### src/rtl/core/tmpaq_pkg.sv
`default_nettype none

package tmpaq_pkg;

    // Field widths.
    localparam int TEMP_W     = 12;
    localparam int DEPTH_W    = 5;
    localparam int RUN_W      = 5;
    localparam int INTERVAL_W = 12;
    localparam int SECONDS_W  = 32;

    // Window capacity and per-level counter width.
    localparam int WINDOW_MAX  = 16;
    localparam int COUNT_WIDTH = 16;
    localparam int OUT_COUNT_W = 16;

    // Alert bands in tenths of a degree.
    localparam int BAND_NEAR = 20;
    localparam int BAND_FAR  = 50;

    // Consecutive alert samples are counted up to this value.
    localparam logic [RUN_W-1:0] STREAK_MAX = '1;

    // Configuration register indexes.
    localparam int CFG_INDEX_W = 3;
    typedef enum logic [CFG_INDEX_W-1:0] {
        REG_THRESHOLD_LOW  = 3'd0,
        REG_THRESHOLD_HIGH = 3'd1,
        REG_WINDOW_DEPTH   = 3'd2,
        REG_CONFIRM_COUNT  = 3'd3,
        REG_INTERVAL       = 3'd4
    } cfg_reg_t;

    // Alarm levels.
    typedef enum logic [1:0] {
        LVL_NORMAL = 2'd0,
        LVL_NEAR   = 2'd1,
        LVL_FAR    = 2'd2,
        LVL_SEVERE = 2'd3
    } level_t;

    // Window result handed to the output register.
    typedef struct packed {
        logic [RUN_W-1:0] run_length;
        logic             confirmed;
    } window_result_t;

endpackage

`default_nettype wire

### src/rtl/core/tmpaq_grade.sv
`default_nettype none

module tmpaq_grade
    import tmpaq_pkg::*;
(
    input  wire logic signed [TEMP_W-1:0] temperature,
    input  wire logic signed [TEMP_W-1:0] threshold_low,
    input  wire logic signed [TEMP_W-1:0] threshold_high,
    output level_t                        level
);

    logic signed [TEMP_W+1:0] diff_low;
    logic signed [TEMP_W+1:0] diff_high;
    logic signed [TEMP_W+1:0] diff;
    logic                     outside;

    // Distance outside the band, measured from the limit that was crossed.
    always_comb
    begin
        diff_low  = (TEMP_W+2)'(threshold_low) - (TEMP_W+2)'(temperature);
        diff_high = (TEMP_W+2)'(temperature) - (TEMP_W+2)'(threshold_high);
        outside   = 1'b1;
        if (temperature < threshold_low)
        begin
            diff = diff_low;
        end
        else if (temperature > threshold_high)
        begin
            diff = diff_high;
        end
        else
        begin
            diff    = '0;
            outside = 1'b0;
        end
    end

    // Grade the distance against the two bands.
    always_comb
    begin
        if (!outside)
        begin
            level = LVL_NORMAL;
        end
        else if (diff <= (TEMP_W+2)'(BAND_NEAR))
        begin
            level = LVL_NEAR;
        end
        else if (diff <= (TEMP_W+2)'(BAND_FAR))
        begin
            level = LVL_FAR;
        end
        else
        begin
            level = LVL_SEVERE;
        end
    end

endmodule

`default_nettype wire

### src/rtl/core/tmpaq_window.sv
`default_nettype none

module tmpaq_window
    import tmpaq_pkg::*;
(
    input  wire logic                 clk,
    input  wire logic                 rst_n,
    input  wire logic                 advance,
    input  wire level_t               level,
    input  wire logic [DEPTH_W-1:0]   window_depth,
    input  wire logic [RUN_W-1:0]     confirm_count,
    output window_result_t            result
);

    logic [RUN_W-1:0]   runs_reg [3];
    logic [RUN_W-1:0]   runs_next [3];
    logic [DEPTH_W-1:0] fill_reg;
    logic [DEPTH_W-1:0] fill_next;
    logic [DEPTH_W-1:0] depth_cap;
    logic [DEPTH_W-1:0] fill_inc;
    logic [RUN_W-1:0]   run_inc [3];

    // Window fill grows by one per sample up to the (capped) depth.
    always_comb
    begin
        depth_cap = (window_depth > DEPTH_W'(WINDOW_MAX)) ? DEPTH_W'(WINDOW_MAX)
                                                          : window_depth;
        fill_inc  = fill_reg + 1'b1;
        fill_next = (fill_inc > depth_cap) ? depth_cap : fill_inc;
    end

    // Each level's trailing run grows while the sample is at or above it.
    always_comb
    begin
        for (int k = 0; k < 3; k++)
        begin
            run_inc[k] = runs_reg[k] + 1'b1;
            if (2'(k + 1) <= level)
            begin
                runs_next[k] = (run_inc[k] > RUN_W'(fill_next)) ? RUN_W'(fill_next)
                                                                 : run_inc[k];
            end
            else
            begin
                runs_next[k] = '0;
            end
        end
    end

    // Run of the current level and its confirmation.
    always_comb
    begin
        case (level)
            LVL_NEAR:   result.run_length = runs_next[0];
            LVL_FAR:    result.run_length = runs_next[1];
            LVL_SEVERE: result.run_length = runs_next[2];
            default:    result.run_length = '0;
        endcase
        result.confirmed = (level != LVL_NORMAL) && (result.run_length >= confirm_count);
    end

    // Window state advances once per sample.
    always_ff @(posedge clk or negedge rst_n)
    begin
        if (!rst_n)
        begin
            fill_reg <= '0;
            for (int k = 0; k < 3; k++)
            begin
                runs_reg[k] <= '0;
            end
        end
        else if (advance)
        begin
            fill_reg <= fill_next;
            for (int k = 0; k < 3; k++)
            begin
                runs_reg[k] <= runs_next[k];
            end
        end
    end

endmodule

`default_nettype wire

### src/rtl/core/tmpaq_stats.sv
`default_nettype none

module tmpaq_stats
    import tmpaq_pkg::*;
(
    input  wire logic                     clk,
    input  wire logic                     rst_n,
    input  wire logic                     advance,
    input  wire level_t                   level,
    input  wire logic [RUN_W-1:0]         confirm_count,
    input  wire logic [INTERVAL_W-1:0]    interval_seconds,
    output logic [COUNT_WIDTH-1:0]        count_level1,
    output logic [COUNT_WIDTH-1:0]        count_level2,
    output logic [COUNT_WIDTH-1:0]        count_level3,
    output logic [SECONDS_W-1:0]          alert_seconds
);

    logic [COUNT_WIDTH-1:0] counts_reg [3];
    logic [COUNT_WIDTH-1:0] counts_next [3];
    logic [RUN_W-1:0]       streak_reg;
    logic [RUN_W-1:0]       streak_next;
    logic [SECONDS_W-1:0]   seconds_reg;
    logic [SECONDS_W-1:0]   seconds_next;
    logic [SECONDS_W:0]     seconds_sum;

    // Saturating count for the graded level.
    always_comb
    begin
        for (int k = 0; k < 3; k++)
        begin
            counts_next[k] = counts_reg[k];
            if ((2'(k + 1) == level) && (counts_reg[k] != '1))
            begin
                counts_next[k] = counts_reg[k] + 1'b1;
            end
        end
    end

    // Alert streak and accumulated confirmed seconds.
    always_comb
    begin
        seconds_sum  = (SECONDS_W+1)'(seconds_reg) + (SECONDS_W+1)'(interval_seconds);
        seconds_next = seconds_reg;
        if (level == LVL_NORMAL)
        begin
            streak_next = '0;
        end
        else
        begin
            streak_next = (streak_reg < STREAK_MAX) ? streak_reg + 1'b1 : streak_reg;
            if (streak_next >= confirm_count)
            begin
                seconds_next = seconds_sum[SECONDS_W] ? '1 : seconds_sum[SECONDS_W-1:0];
            end
        end
    end

    always_ff @(posedge clk or negedge rst_n)
    begin
        if (!rst_n)
        begin
            streak_reg  <= '0;
            seconds_reg <= '0;
            for (int k = 0; k < 3; k++)
            begin
                counts_reg[k] <= '0;
            end
        end
        else if (advance)
        begin
            streak_reg  <= streak_next;
            seconds_reg <= seconds_next;
            for (int k = 0; k < 3; k++)
            begin
                counts_reg[k] <= counts_next[k];
            end
        end
    end

    // Updated values go to the result register.
    assign count_level1  = counts_next[0];
    assign count_level2  = counts_next[1];
    assign count_level3  = counts_next[2];
    assign alert_seconds = seconds_next;

endmodule

`default_nettype wire

### src/rtl/core/temperature_alarm_qualifier.sv
// Temperature alarm qualifier.
// Input channel: in_valid / in_stall with one temperature word in tenths of a
// degree. Output channel: out_valid / out_stall with the alarm level, the
// confirmation flag, the trailing run length, three per-level sample counts
// and the accumulated confirmed alert seconds.
// A word accepted on the input passes a sample register, then the grading,
// window and statistics logic loads the result register, from which the
// receiver takes it. One word is accepted every cycle while the output is
// taken; throughput is then one word per cycle, set by the single pass
// through the sample and result registers.
// When out_stall is high the result register holds its word; the sample
// register still takes one more word, and in_stall rises only when both
// registers are full.
// The user must write configuration via cfg_we / cfg_index / cfg_data only
// while the block is idle (not enforced); higher indexes are ignored.
// Reset clears both registers' valid flags, the window, the counters and the
// alert seconds, and loads the default thresholds and window settings.
`default_nettype none

module temperature_alarm_qualifier
    import tmpaq_pkg::*;
(
    input  wire logic                        clk,
    input  wire logic                        rst_n,
    input  wire logic                        cfg_we,
    input  wire logic [CFG_INDEX_W-1:0]      cfg_index,
    input  wire logic [TEMP_W-1:0]           cfg_data,
    input  wire logic                        in_valid,
    output logic                             in_stall,
    input  wire logic signed [TEMP_W-1:0]    temperature,
    output logic                             out_valid,
    input  wire logic                        out_stall,
    output logic [1:0]                       level,
    output logic                             confirmed,
    output logic [RUN_W-1:0]                 run_length,
    output logic [OUT_COUNT_W-1:0]           count_level1,
    output logic [OUT_COUNT_W-1:0]           count_level2,
    output logic [OUT_COUNT_W-1:0]           count_level3,
    output logic [SECONDS_W-1:0]             alert_seconds
);

    logic signed [TEMP_W-1:0] threshold_low_reg;
    logic signed [TEMP_W-1:0] threshold_high_reg;
    logic [DEPTH_W-1:0]       window_depth_reg;
    logic [RUN_W-1:0]         confirm_count_reg;
    logic [INTERVAL_W-1:0]    interval_reg;

    logic                     sample_valid_reg;
    logic signed [TEMP_W-1:0] sample_reg;
    logic                     out_valid_reg;
    logic                     advance;
    logic                     in_accept;

    level_t                   sample_level;
    window_result_t           window_res;
    logic [COUNT_WIDTH-1:0]   cnt1;
    logic [COUNT_WIDTH-1:0]   cnt2;
    logic [COUNT_WIDTH-1:0]   cnt3;
    logic [SECONDS_W-1:0]     seconds;

    logic [1:0]               level_reg;
    logic                     confirmed_reg;
    logic [RUN_W-1:0]         run_length_reg;
    logic [OUT_COUNT_W-1:0]   count1_reg;
    logic [OUT_COUNT_W-1:0]   count2_reg;
    logic [OUT_COUNT_W-1:0]   count3_reg;
    logic [SECONDS_W-1:0]     seconds_reg;

    // Configuration registers.
    always_ff @(posedge clk or negedge rst_n)
    begin
        if (!rst_n)
        begin
            threshold_low_reg  <= TEMP_W'(150);
            threshold_high_reg <= TEMP_W'(300);
            window_depth_reg   <= DEPTH_W'(10);
            confirm_count_reg  <= RUN_W'(3);
            interval_reg       <= INTERVAL_W'(5);
        end
        else if (cfg_we)
        begin
            case (cfg_index)
                REG_THRESHOLD_LOW:  threshold_low_reg  <= cfg_data;
                REG_THRESHOLD_HIGH: threshold_high_reg <= cfg_data;
                REG_WINDOW_DEPTH:   window_depth_reg   <= cfg_data[DEPTH_W-1:0];
                REG_CONFIRM_COUNT:  confirm_count_reg  <= cfg_data[RUN_W-1:0];
                REG_INTERVAL:       interval_reg       <= cfg_data[INTERVAL_W-1:0];
                default:            ;
            endcase
        end
    end

    // Handshake: the sample moves on when the result register is empty or taken.
    assign advance   = sample_valid_reg && (!out_valid_reg || !out_stall);
    assign in_stall  = sample_valid_reg && !advance;
    assign in_accept = in_valid && !in_stall;
    assign out_valid = out_valid_reg;

    // Sample register.
    always_ff @(posedge clk or negedge rst_n)
    begin
        if (!rst_n)
        begin
            sample_valid_reg <= 1'b0;
        end
        else if (in_accept)
        begin
            sample_valid_reg <= 1'b1;
        end
        else if (advance)
        begin
            sample_valid_reg <= 1'b0;
        end
    end

    always_ff @(posedge clk)
    begin
        if (in_accept)
        begin
            sample_reg <= temperature;
        end
    end

    tmpaq_grade u_grade (
        .temperature    (sample_reg),
        .threshold_low  (threshold_low_reg),
        .threshold_high (threshold_high_reg),
        .level          (sample_level)
    );

    tmpaq_window u_window (
        .clk           (clk),
        .rst_n         (rst_n),
        .advance       (advance),
        .level         (sample_level),
        .window_depth  (window_depth_reg),
        .confirm_count (confirm_count_reg),
        .result        (window_res)
    );

    tmpaq_stats u_stats (
        .clk              (clk),
        .rst_n            (rst_n),
        .advance          (advance),
        .level            (sample_level),
        .confirm_count    (confirm_count_reg),
        .interval_seconds (interval_reg),
        .count_level1     (cnt1),
        .count_level2     (cnt2),
        .count_level3     (cnt3),
        .alert_seconds    (seconds)
    );

    // Result register valid flag.
    always_ff @(posedge clk or negedge rst_n)
    begin
        if (!rst_n)
        begin
            out_valid_reg <= 1'b0;
        end
        else if (advance)
        begin
            out_valid_reg <= 1'b1;
        end
        else if (!out_stall)
        begin
            out_valid_reg <= 1'b0;
        end
    end

    // Result register payload.
    always_ff @(posedge clk)
    begin
        if (advance)
        begin
            level_reg      <= sample_level;
            confirmed_reg  <= window_res.confirmed;
            run_length_reg <= window_res.run_length;
            count1_reg     <= OUT_COUNT_W'(cnt1);
            count2_reg     <= OUT_COUNT_W'(cnt2);
            count3_reg     <= OUT_COUNT_W'(cnt3);
            seconds_reg    <= seconds;
        end
    end

    assign level         = level_reg;
    assign confirmed     = confirmed_reg;
    assign run_length    = run_length_reg;
    assign count_level1  = count1_reg;
    assign count_level2  = count2_reg;
    assign count_level3  = count3_reg;
    assign alert_seconds = seconds_reg;

endmodule

`default_nettype wire

### config.mk
export PLATFORM = sky130hd
export DESIGN_NAME = temperature_alarm_qualifier
export DESIGN_NICKNAME = d
export VERILOG_FILES = /design/src/rtl/core/tmpaq_pkg.sv /design/src/rtl/core/tmpaq_grade.sv /design/src/rtl/core/tmpaq_window.sv /design/src/rtl/core/tmpaq_stats.sv /design/src/rtl/core/temperature_alarm_qualifier.sv
export SDC_FILE = /design/constraint.sdc
export NUM_CORES = 1
export LEC_CHECK = 0
export ABC_AREA = 1
export BUFFER_PORTS_ARGS = -buffer_cell sky130_fd_sc_hd__buf_4
export CAP_MARGIN = 20
export CORE_ASPECT_RATIO = 1.1
export CORE_MARGIN = 10
export CORE_UTILIZATION = 63
export CTS_BUF_LIST = sky130_fd_sc_hd__clkbuf_4 sky130_fd_sc_hd__clkbuf_8
export DETAILED_ROUTE_END_ITERATION = 7
export PLACE_DENSITY = 0.85
export REMOVE_ABC_BUFFERS = 1
export SETUP_SLACK_MARGIN = 0.05
export SLEW_MARGIN = 30
export SYNTH_ARGS = -nofsm -noshare
export SYNTH_HDL_FRONTEND = slang
export SYNTH_SLANG_ARGS = --single-unit
### constraint.sdc
create_clock -name clk -period 6.85 [get_ports clk]
set_clock_uncertainty 0.05 [all_clocks]
set_input_delay 1.37 -clock clk [delete_from_list [all_inputs] [get_ports clk]]
set_output_delay 1.37 -clock clk [all_outputs]
set_load 0.02 [all_outputs]
==> results of run 1 <==
synth_stat cells (all sizes together), types with 6 or more instances:
library cell	count	area [um2]
nand2	645	2490
inv	227	860
dfrtp	139	3480
o21ai	135	717
edfxtp	100	3000
nand3	98	531
nor2	94	368
ha	74	926
nand4	57	363
xor2	40	350
a21oi	39	206
nor3	37	195
xnor2	29	254
clkbuf	27	101
buf	22	141
o211ai	18	135
dfstp	14	368
nor4	13	81.3
o22ai	7	43.8
a21o	6	45.0
and2	6	37.5
nand3b	6	45.0
o21bai	6	45.0
metal layers:
metal | part of all wire (%) | wire length, um
met1 | 42 | 15200
met2 | 48 | 17300
met3 | 6.5 | 2350
met4 | 2.7 | 983
met5 | 0 | 0
stage by stage:
step | total power, mW | setup WS (ns) | hold WS (ns) | setup TNS, ns | util [%]
2_1_floorplan | 4.89 | -1.11 | 0.399 | -154.08 | -
6_report | 7.48 | 1.22 | 0.439 | 0 | 72.5
5_1_grt | 8.11 | 0.679 | 0.465 | 0 | 72.5
3_3_place_gp | 5.78 | 1.60 | 0.414 | 0 | 68.5
3_5_place_dp | 5.94 | 1.32 | 0.424 | 0 | 68.5
4_1_cts | 7.47 | 1.33 | 0.439 | 0 | 72.5
cell type report:
type	instances	share of cell area, %
Clock buffer	61	4.46
Clock inverter	17	1.12
Inverter	230	5.13
Multi-Input combinational cell	1339	41.5
Sequential cell	253	40.0
Tap cell	305	2.23
Timing Repair Buffer	128	5.65
worst min-delay path by stage:
stage / to / cells after the start
2_1_floorplan: u_stats.counts_reg[7] / 2
3_3_place_gp: u_stats.counts_reg[7] / 2
3_5_place_dp: threshold_high_reg[6] / 2
4_1_cts: threshold_high_reg[6] / 2
5_1_grt: threshold_high_reg[11] / 2
6_report: threshold_high_reg[6] / 2
cells in the final DEF, fill, tap and decap left out, types with 7 or more instances in the layout:
master / netlist / final
a21oi_1: 38 / 38
buf_4: 3 / 126
clkbuf_4: 0 / 12
clkbuf_8: 0 / 49
dfrtp_1: 139 / 139
dfstp_2: 14 / 14
edfxtp_1: 100 / 100
ha_1: 74 / 74
inv_1: 218 / 218
inv_2: 7 / 7
nand2_1: 634 / 632
nand3_1: 93 / 93
nand4_1: 56 / 56
nor2_1: 90 / 90
nor3_1: 35 / 35
nor4_1: 13 / 13
o211ai_1: 18 / 18
o21ai_0: 118 / 118
o21ai_2: 11 / 11
o22ai_1: 7 / 7
xnor2_1: 29 / 29
xor2_1: 40 / 40
worst max-delay path: cells and delay by family, from the launching register on:
family	cells	cell delay, ns
DFF	1	0.40
adders and majority gates	4	1.06
and+or+nand+nor	12	1.31
AOI/OAI and AO/OA	8	2.03
buffers and inverters	3	0.28
xor gates and xnor gates	1	0.24
where the power goes:
group / leakage [nW] / switching [mW] / internal, mW
clock: 0.500 / 0.626 / 0.875
sequential: 2.95 / 0.253 / 2.07
combinational: 4.89 / 2.38 / 1.28
kinds of logic (layout without fill, tap and decap cells):
group	count (synthesis)	count (layout)	share of synthesized area (%)
buffers and inverters	279	436	7.39
flip-flops	253	253	45.5
AND/OR/NAND/NOR	962	962	27.6
multiplexers	1	1	0.0665
AO/OA/AOI/OAI	230	230	8.91
adder cells (fa/ha/maj)	77	77	6.55
XOR/XNOR	69	69	4.01
==> results.md, run 1 <==
* Multi-input gate area at 7100 um2
* Final setup viols at 0
* DP Area at 16,200 um2
* TritonCTS buffer count at 42
* Post-CTS Setup Repair Bufs at 0
* FF-to-FF End: confirmed
* WS Path Type: reg2reg
* Clk root buf: clkbuf_8
* Max Transition Viols Final at 0
* DRT iter0 DRCs at 768
* Area Growth Syn to Fin at 13.8%
* Worst flop-to-flop path startpoint: u_window.fill_reg[0]
* Crit path max fanout at 9
* Fraction of registers with async set/reset at 60.5%
* Number of global-route vias before repair at 12,900
* R2R Setup Slk at 1.22 ns
* CP Data Arrival Time at 5.87 ns
* CP peak stage delay at 0.73 ns
* Crit share post-route at 82.2%
* P_leak at 8.34 nW
* Netlist cell types at 57
* H-tree depth at 2
* Status: completed
* Post-CTS sizing at 0
* Antenna viol nets, final at 0
* Power per cell area at 436 nW/um2
* Min Tclk post-route at 5.63 ns
* Core Region at 23,600 um2
* Wire per inst at 15.4 um
* Starting Density at 63.8%
* MaxCap Viol Count at 0
* Register area at 6850 um2
* Post-Syn Area at 15,100 um2
* Met1 Use GR at 28.7%
* Post-Place Cells at 2,255
* Cells after Synth at 1,871
* Crit path to: confirmed
* F_max at 178 MHz
* Yosys reg bits at 253
* Vias per cell at 5.58
* Peak supply drop at 0.000323 V
* Hold_sp: threshold_high_reg[6]
* Slowest cell on crit path: o21ai_0
* RSZ-0062 raised after global routing: no
* First-pass GRT wire length at 60.3 mm
* Worst rel slew slack at 38.7%
* Sinks on Clock Net at 253
* Die X at 167 um
* Finished Cell Area at 17,100 um2
* DIE AREA at 30,500 um2
* Critical Path RT at 7.10 ns
* GR Overflow Total at 0
* Critical Path Sink Type: flip-flop
* TritonRoute pass-1 iters at 5
* Clock Latency Late Sink at 0.56 ns
* Non-Filler Instances at 2,333
* M3 GR Usage at 4.94%
* Cts hold-fix bufs at 0
* Chip height at 182 um
* Vias at 13,000
* Nets at 2,103
* Antenna violations before repair at 0
* Share of layout cells above drive strength 1 at 13.2%
* Most numerous cell on the critical path: nand2_1
* Measured slew at the worst slew-check pin at 0.910 ns
* Register area share after synthesis at 45.5%
* GRT Overall Usage at 23.1%
* Number of synthesized flops with an enable pin at 100
* Cells on worst reg2reg path at 28
* Min-delay worst type: reg2reg
* Worst-path clk slew at 0.06 ns
* Dpl hpwl at 25.5 mm
* TritonCTS clock tree: yes
* Post-Route WL at 35.9 mm
* Rows at 59
* Top-Level Pins at 122
* Mean Syn Cell Area at 8.05 um2
* Final-layout fill cell count at 1,817
* Final hold vios at 0
* Gr busiest metal: met2
* Clk buf depth at 3
* Port Buf Inserts at 121
* CP Launch Point: u_window.fill_reg[0]
* Residual DRC count at 0
* Largest net degree at the start of global routing at 134
* Most used flip-flop cell after synthesis: dfrtp_1
* Routability congestion estimate at 0.966
* Number of synthesis warnings at 0
* Diodes inserted at 0
* GR Layer Usage met2 at 38.9%
* Max reg flops at 48
* CP Launch Type: flip-flop
(Power assumes the default switching activity.)
==> run 2: changes to the inputs <==
--- a/config.mk
+++ b/config.mk
@@ -5,15 +5,15 @@
 export SDC_FILE = /design/constraint.sdc
 export NUM_CORES = 1
 export LEC_CHECK = 0
-export ABC_AREA = 1
+export ABC_AREA = 0
 export BUFFER_PORTS_ARGS = -buffer_cell sky130_fd_sc_hd__buf_4
 export CAP_MARGIN = 20
 export CORE_ASPECT_RATIO = 1.1
 export CORE_MARGIN = 10
-export CORE_UTILIZATION = 63
+export CORE_UTILIZATION = 56
 export CTS_BUF_LIST = sky130_fd_sc_hd__clkbuf_4 sky130_fd_sc_hd__clkbuf_8
 export DETAILED_ROUTE_END_ITERATION = 7
-export PLACE_DENSITY = 0.85
+export PLACE_DENSITY = 0.8
 export REMOVE_ABC_BUFFERS = 1
 export SETUP_SLACK_MARGIN = 0.05
 export SLEW_MARGIN = 30
==> constraint.sdc (replaced) <==
create_clock -name clk -period 5 [get_ports clk]
set_clock_uncertainty 0.05 [all_clocks]
set_input_delay 1 -clock clk [delete_from_list [all_inputs] [get_ports clk]]
set_output_delay 1 -clock clk [all_outputs]
set_load 0.02 [all_outputs]
==> run 2 against run 1 <==
Highest routed layer unchanged; register-to-register slack lost 1.1 ns; critical endpoint unchanged; synthesized area shrank 4.6%; sequential power grew 30%; cell count shrank 18%; non-clock buffer count grew 40; clock-buffer cell count shrank 2; setup slack lost 1.1 ns.
==> results.md, run 2 <==
* Dpl ws at -0.113 ns
* TritonCTS clock tree: yes
* R2R Setup Slk at 0.16 ns
* Sinks on Clock Net at 253
* Final setup viols at 0
* P_int at 6.19 mW
* Share of layout cells above drive strength 1 at 24.2%
* Crit path max fanout at 6
* Antenna violations before repair at 0
* TritonCTS buffer count at 42
* Routability congestion estimate at 0.909
* Most common cell after layout, fill and taps aside: buf_4
* Top post-synthesis cells by count: nand2_1 (140), dfrtp_1 (139), edfxtp_1 (100), ha_1 (74), o21ai_0 (71)
* P_leak at 7.56 nW
* Status: completed
* Worst-path clk slew at 0.07 ns
* Finished Cell Area at 17,000 um2
* Most used flip-flop cell after synthesis: dfrtp_1
* GRT Overall Usage at 19.5%
* H-tree depth at 2
* Power share of the clock group at 19.7%
* DP Area at 15,800 um2
* Net Sw Frac at 38.7%
* DRT iter0 DRCs at 824
* Setup ws final at 0.161 ns
* Clock Latency Late Sink at 0.55 ns
* Rows at 61
* Min Tclk post-route at 4.84 ns
* Largest net degree at the start of global routing at 108
* Fraction of registers with async set/reset at 60.5%
* Combinational power share at 50.3%
* Clk buf depth at 3
* NetSw at 3.90 mW
* Vias per cell at 5.71
* Cells after Synth at 1,373
* Max reg flops at 48
* Mean Syn Cell Area at 10.5 um2
* Ranking of synthesized cells by area: dfrtp_1 (24%), edfxtp_1 (21%), ha_1 (6.4%)
* Crit share post-route at 96.8%
* Wire per inst at 16.9 um
* Post-synth top area cell: dfrtp_1
* Die X at 173 um
* Post-Route WL at 32.4 mm
* Register area share after synthesis at 47.7%
* Top-Level Pins at 122
* Starting Density at 56.9%
* Residual DRC count at 0
* Number of synthesized flops with an enable pin at 100
* Worst rel slew slack at 38.4%
* WS Path Type: reg2reg
* Final hold vios at 0
* Nets at 1,647
* F_max at 207 MHz
* Netlist cell types at 92
* Min-delay worst type: reg2reg
* Count leader, synth: nand2_1
* Critical Path RT at 5.24 ns
* Diodes inserted at 0
* CP Data Arrival Time at 5.08 ns
* Number of global-route vias before repair at 10,900
* Critical Path Sink Type: flip-flop
* First-pass GRT wire length at 54.3 mm
* Peak supply drop at 0.000354 V
* DIE AREA at 32,500 um2
* Measured slew at the worst slew-check pin at 0.921 ns
* Top cell type's share of synthesized area at 24.2%
* Area Growth Syn to Fin at 18.0%
* Most frequent cells in the layout: buf_4 (167), nand2_1 (139), dfrtp_1 (139), edfxtp_1 (100)
* Max Transition Viols Final at 0
* Core Region at 25,300 um2
* Clk root buf: clkbuf_8
* Dpl hpwl at 23.1 mm
* Flop pwr share at 29.9%
* Number of synthesis warnings at 0
* Yosys reg bits at 253
* GR Overflow Total at 0
* Chip height at 188 um
* Antenna viol nets, final at 0
* RSZ-0062 raised after global routing: yes
* Post-Syn Area at 14,400 um2
* Power per cell area at 595 nW/um2
* MaxCap Viol Count at 0
* Port Buf Inserts at 121
* Vias at 11,000
* TritonRoute pass-1 iters at 6
* CP Launch Type: flip-flop
run 2: cell count changes in the layout (fill, tap and decap cells not counted), sizes merged, moves of 40 or more:
cell   previous run  this run
mux2              0        56
buf             128       168
inv             229        67
and3              1        48
o21ai           135        78
nand4            57        12
nand2           645       142
run 2: cell type report:
| class | count | area (um2) |
|---|---|---|
| multi-input combinational | 1007 | 7220 |
| clock buffer | 59 | 762 |
| clock inverter | 19 | 170 |
| tap | 346 | 433 |
| fill | 1915 | 8310 |
| sequential | 253 | 6850 |
| inverter | 66 | 253 |
| timing repair buffer | 168 | 1270 |
run 2: routing by layer:
| metal | part of all wire, % | track usage, % | routed length (um) | vias up |
|---|---|---|---|---|
| met5 | 0 | 0 | 0 | - |
| met4 | 1.8 | 5.28 | 581 | 0 |
| met3 | 5.3 | 3.82 | 1700 | 39 |
| met2 | 48 | 32.7 | 15600 | 290 |
| met1 | 45 | 25.3 | 14500 | 5316 |
| li1 | - | - | - | 5311 |
run 2: timing repair:
action,CTS,global route
pin swaps,9,9
setup endpoints to repair,1,1
hold buffers,0,0
buffers inserted,3,2
gates resized for setup,9,21
run 2: metrics by stage:
stage / TNS (ns) / std cells / total power [mW] / hold WS [ns] / util [%]
floorplan: -59.82 / 1326 / 6.01 / 0.406 / -
global placement: -0.0136 / 1835 / 7.46 / 0.428 / 62.6
finish: 0 / 1918 / 10.1 / 0.453 / 67.1
global route: -0.0745 / 1918 / 10.9 / 0.469 / 67.1
detailed placement: -0.113 / 1835 / 7.63 / 0.442 / 62.6
CTS: 0 / 1916 / 9.79 / 0.457 / 66.5
run 2: power groups by stage:
stage               Combinational [mW]  Sequential, mW  Clock, mW
floorplan                         2.85            3.15          0
global placement                  4.43            3.03          0
detailed placement                4.58            3.05          0
CTS                               4.73            3.01       2.04
global route                      5.64            3.08       2.14
finish                            5.08            3.02       1.99
run 2: path summary, 6_finish.rpt:
path	start	end	cells after the start
worst min register to register	u_window.runs_reg[4]	u_window.runs_reg[4]	2
min in group asynchronous	rst_n	u_stats.counts_reg[25]	1
max in group asynchronous	rst_n	interval_reg[0]	2
worst max register to register	u_window.fill_reg[0]	confirmed	25
worst max-delay path	u_window.fill_reg[0]	confirmed	25
worst min-delay path	u_window.runs_reg[4]	u_window.runs_reg[4]	2
run 2: cells by family (layout without fill, tap and decap cells):
group,count (synthesis),count (layout),synth area share [%]
AO/OA/AOI/OAI,279,279,12.6
XOR/XNOR,119,119,7.25
adder cells (fa/ha/maj),77,77,6.86
buffers and inverters,113,312,3.29
flip-flops,253,253,47.7
multiplexers,64,64,4.95
AND/OR/NAND/NOR,468,468,17.4
run 2: worst max-delay path, cell delays in order (launching register included):
cell	delay, ns
dfrtp_1	0.41
ha_4	0.18
xor2_1	0.20
ha_1	0.29
o21a_1	0.12
o21a_1	0.20
o21ai_2	0.15
a22oi_2	0.11
mux2_4	0.37
ha_4	0.28
nor2b_1	0.12
o21a_1	0.12
o21ai_1	0.05
nand2b_1	0.09
a21oi_2	0.06
a31oi_2	0.21
buf_4	0.18
mux2_2	0.34
nand3_1	0.08
o21ai_0	0.12
a21oi_1	0.23
ha_1	0.28
o21ai_1	0.09
nand2b_1	0.08
a21oi_2	0.11
nor2_1	0.05
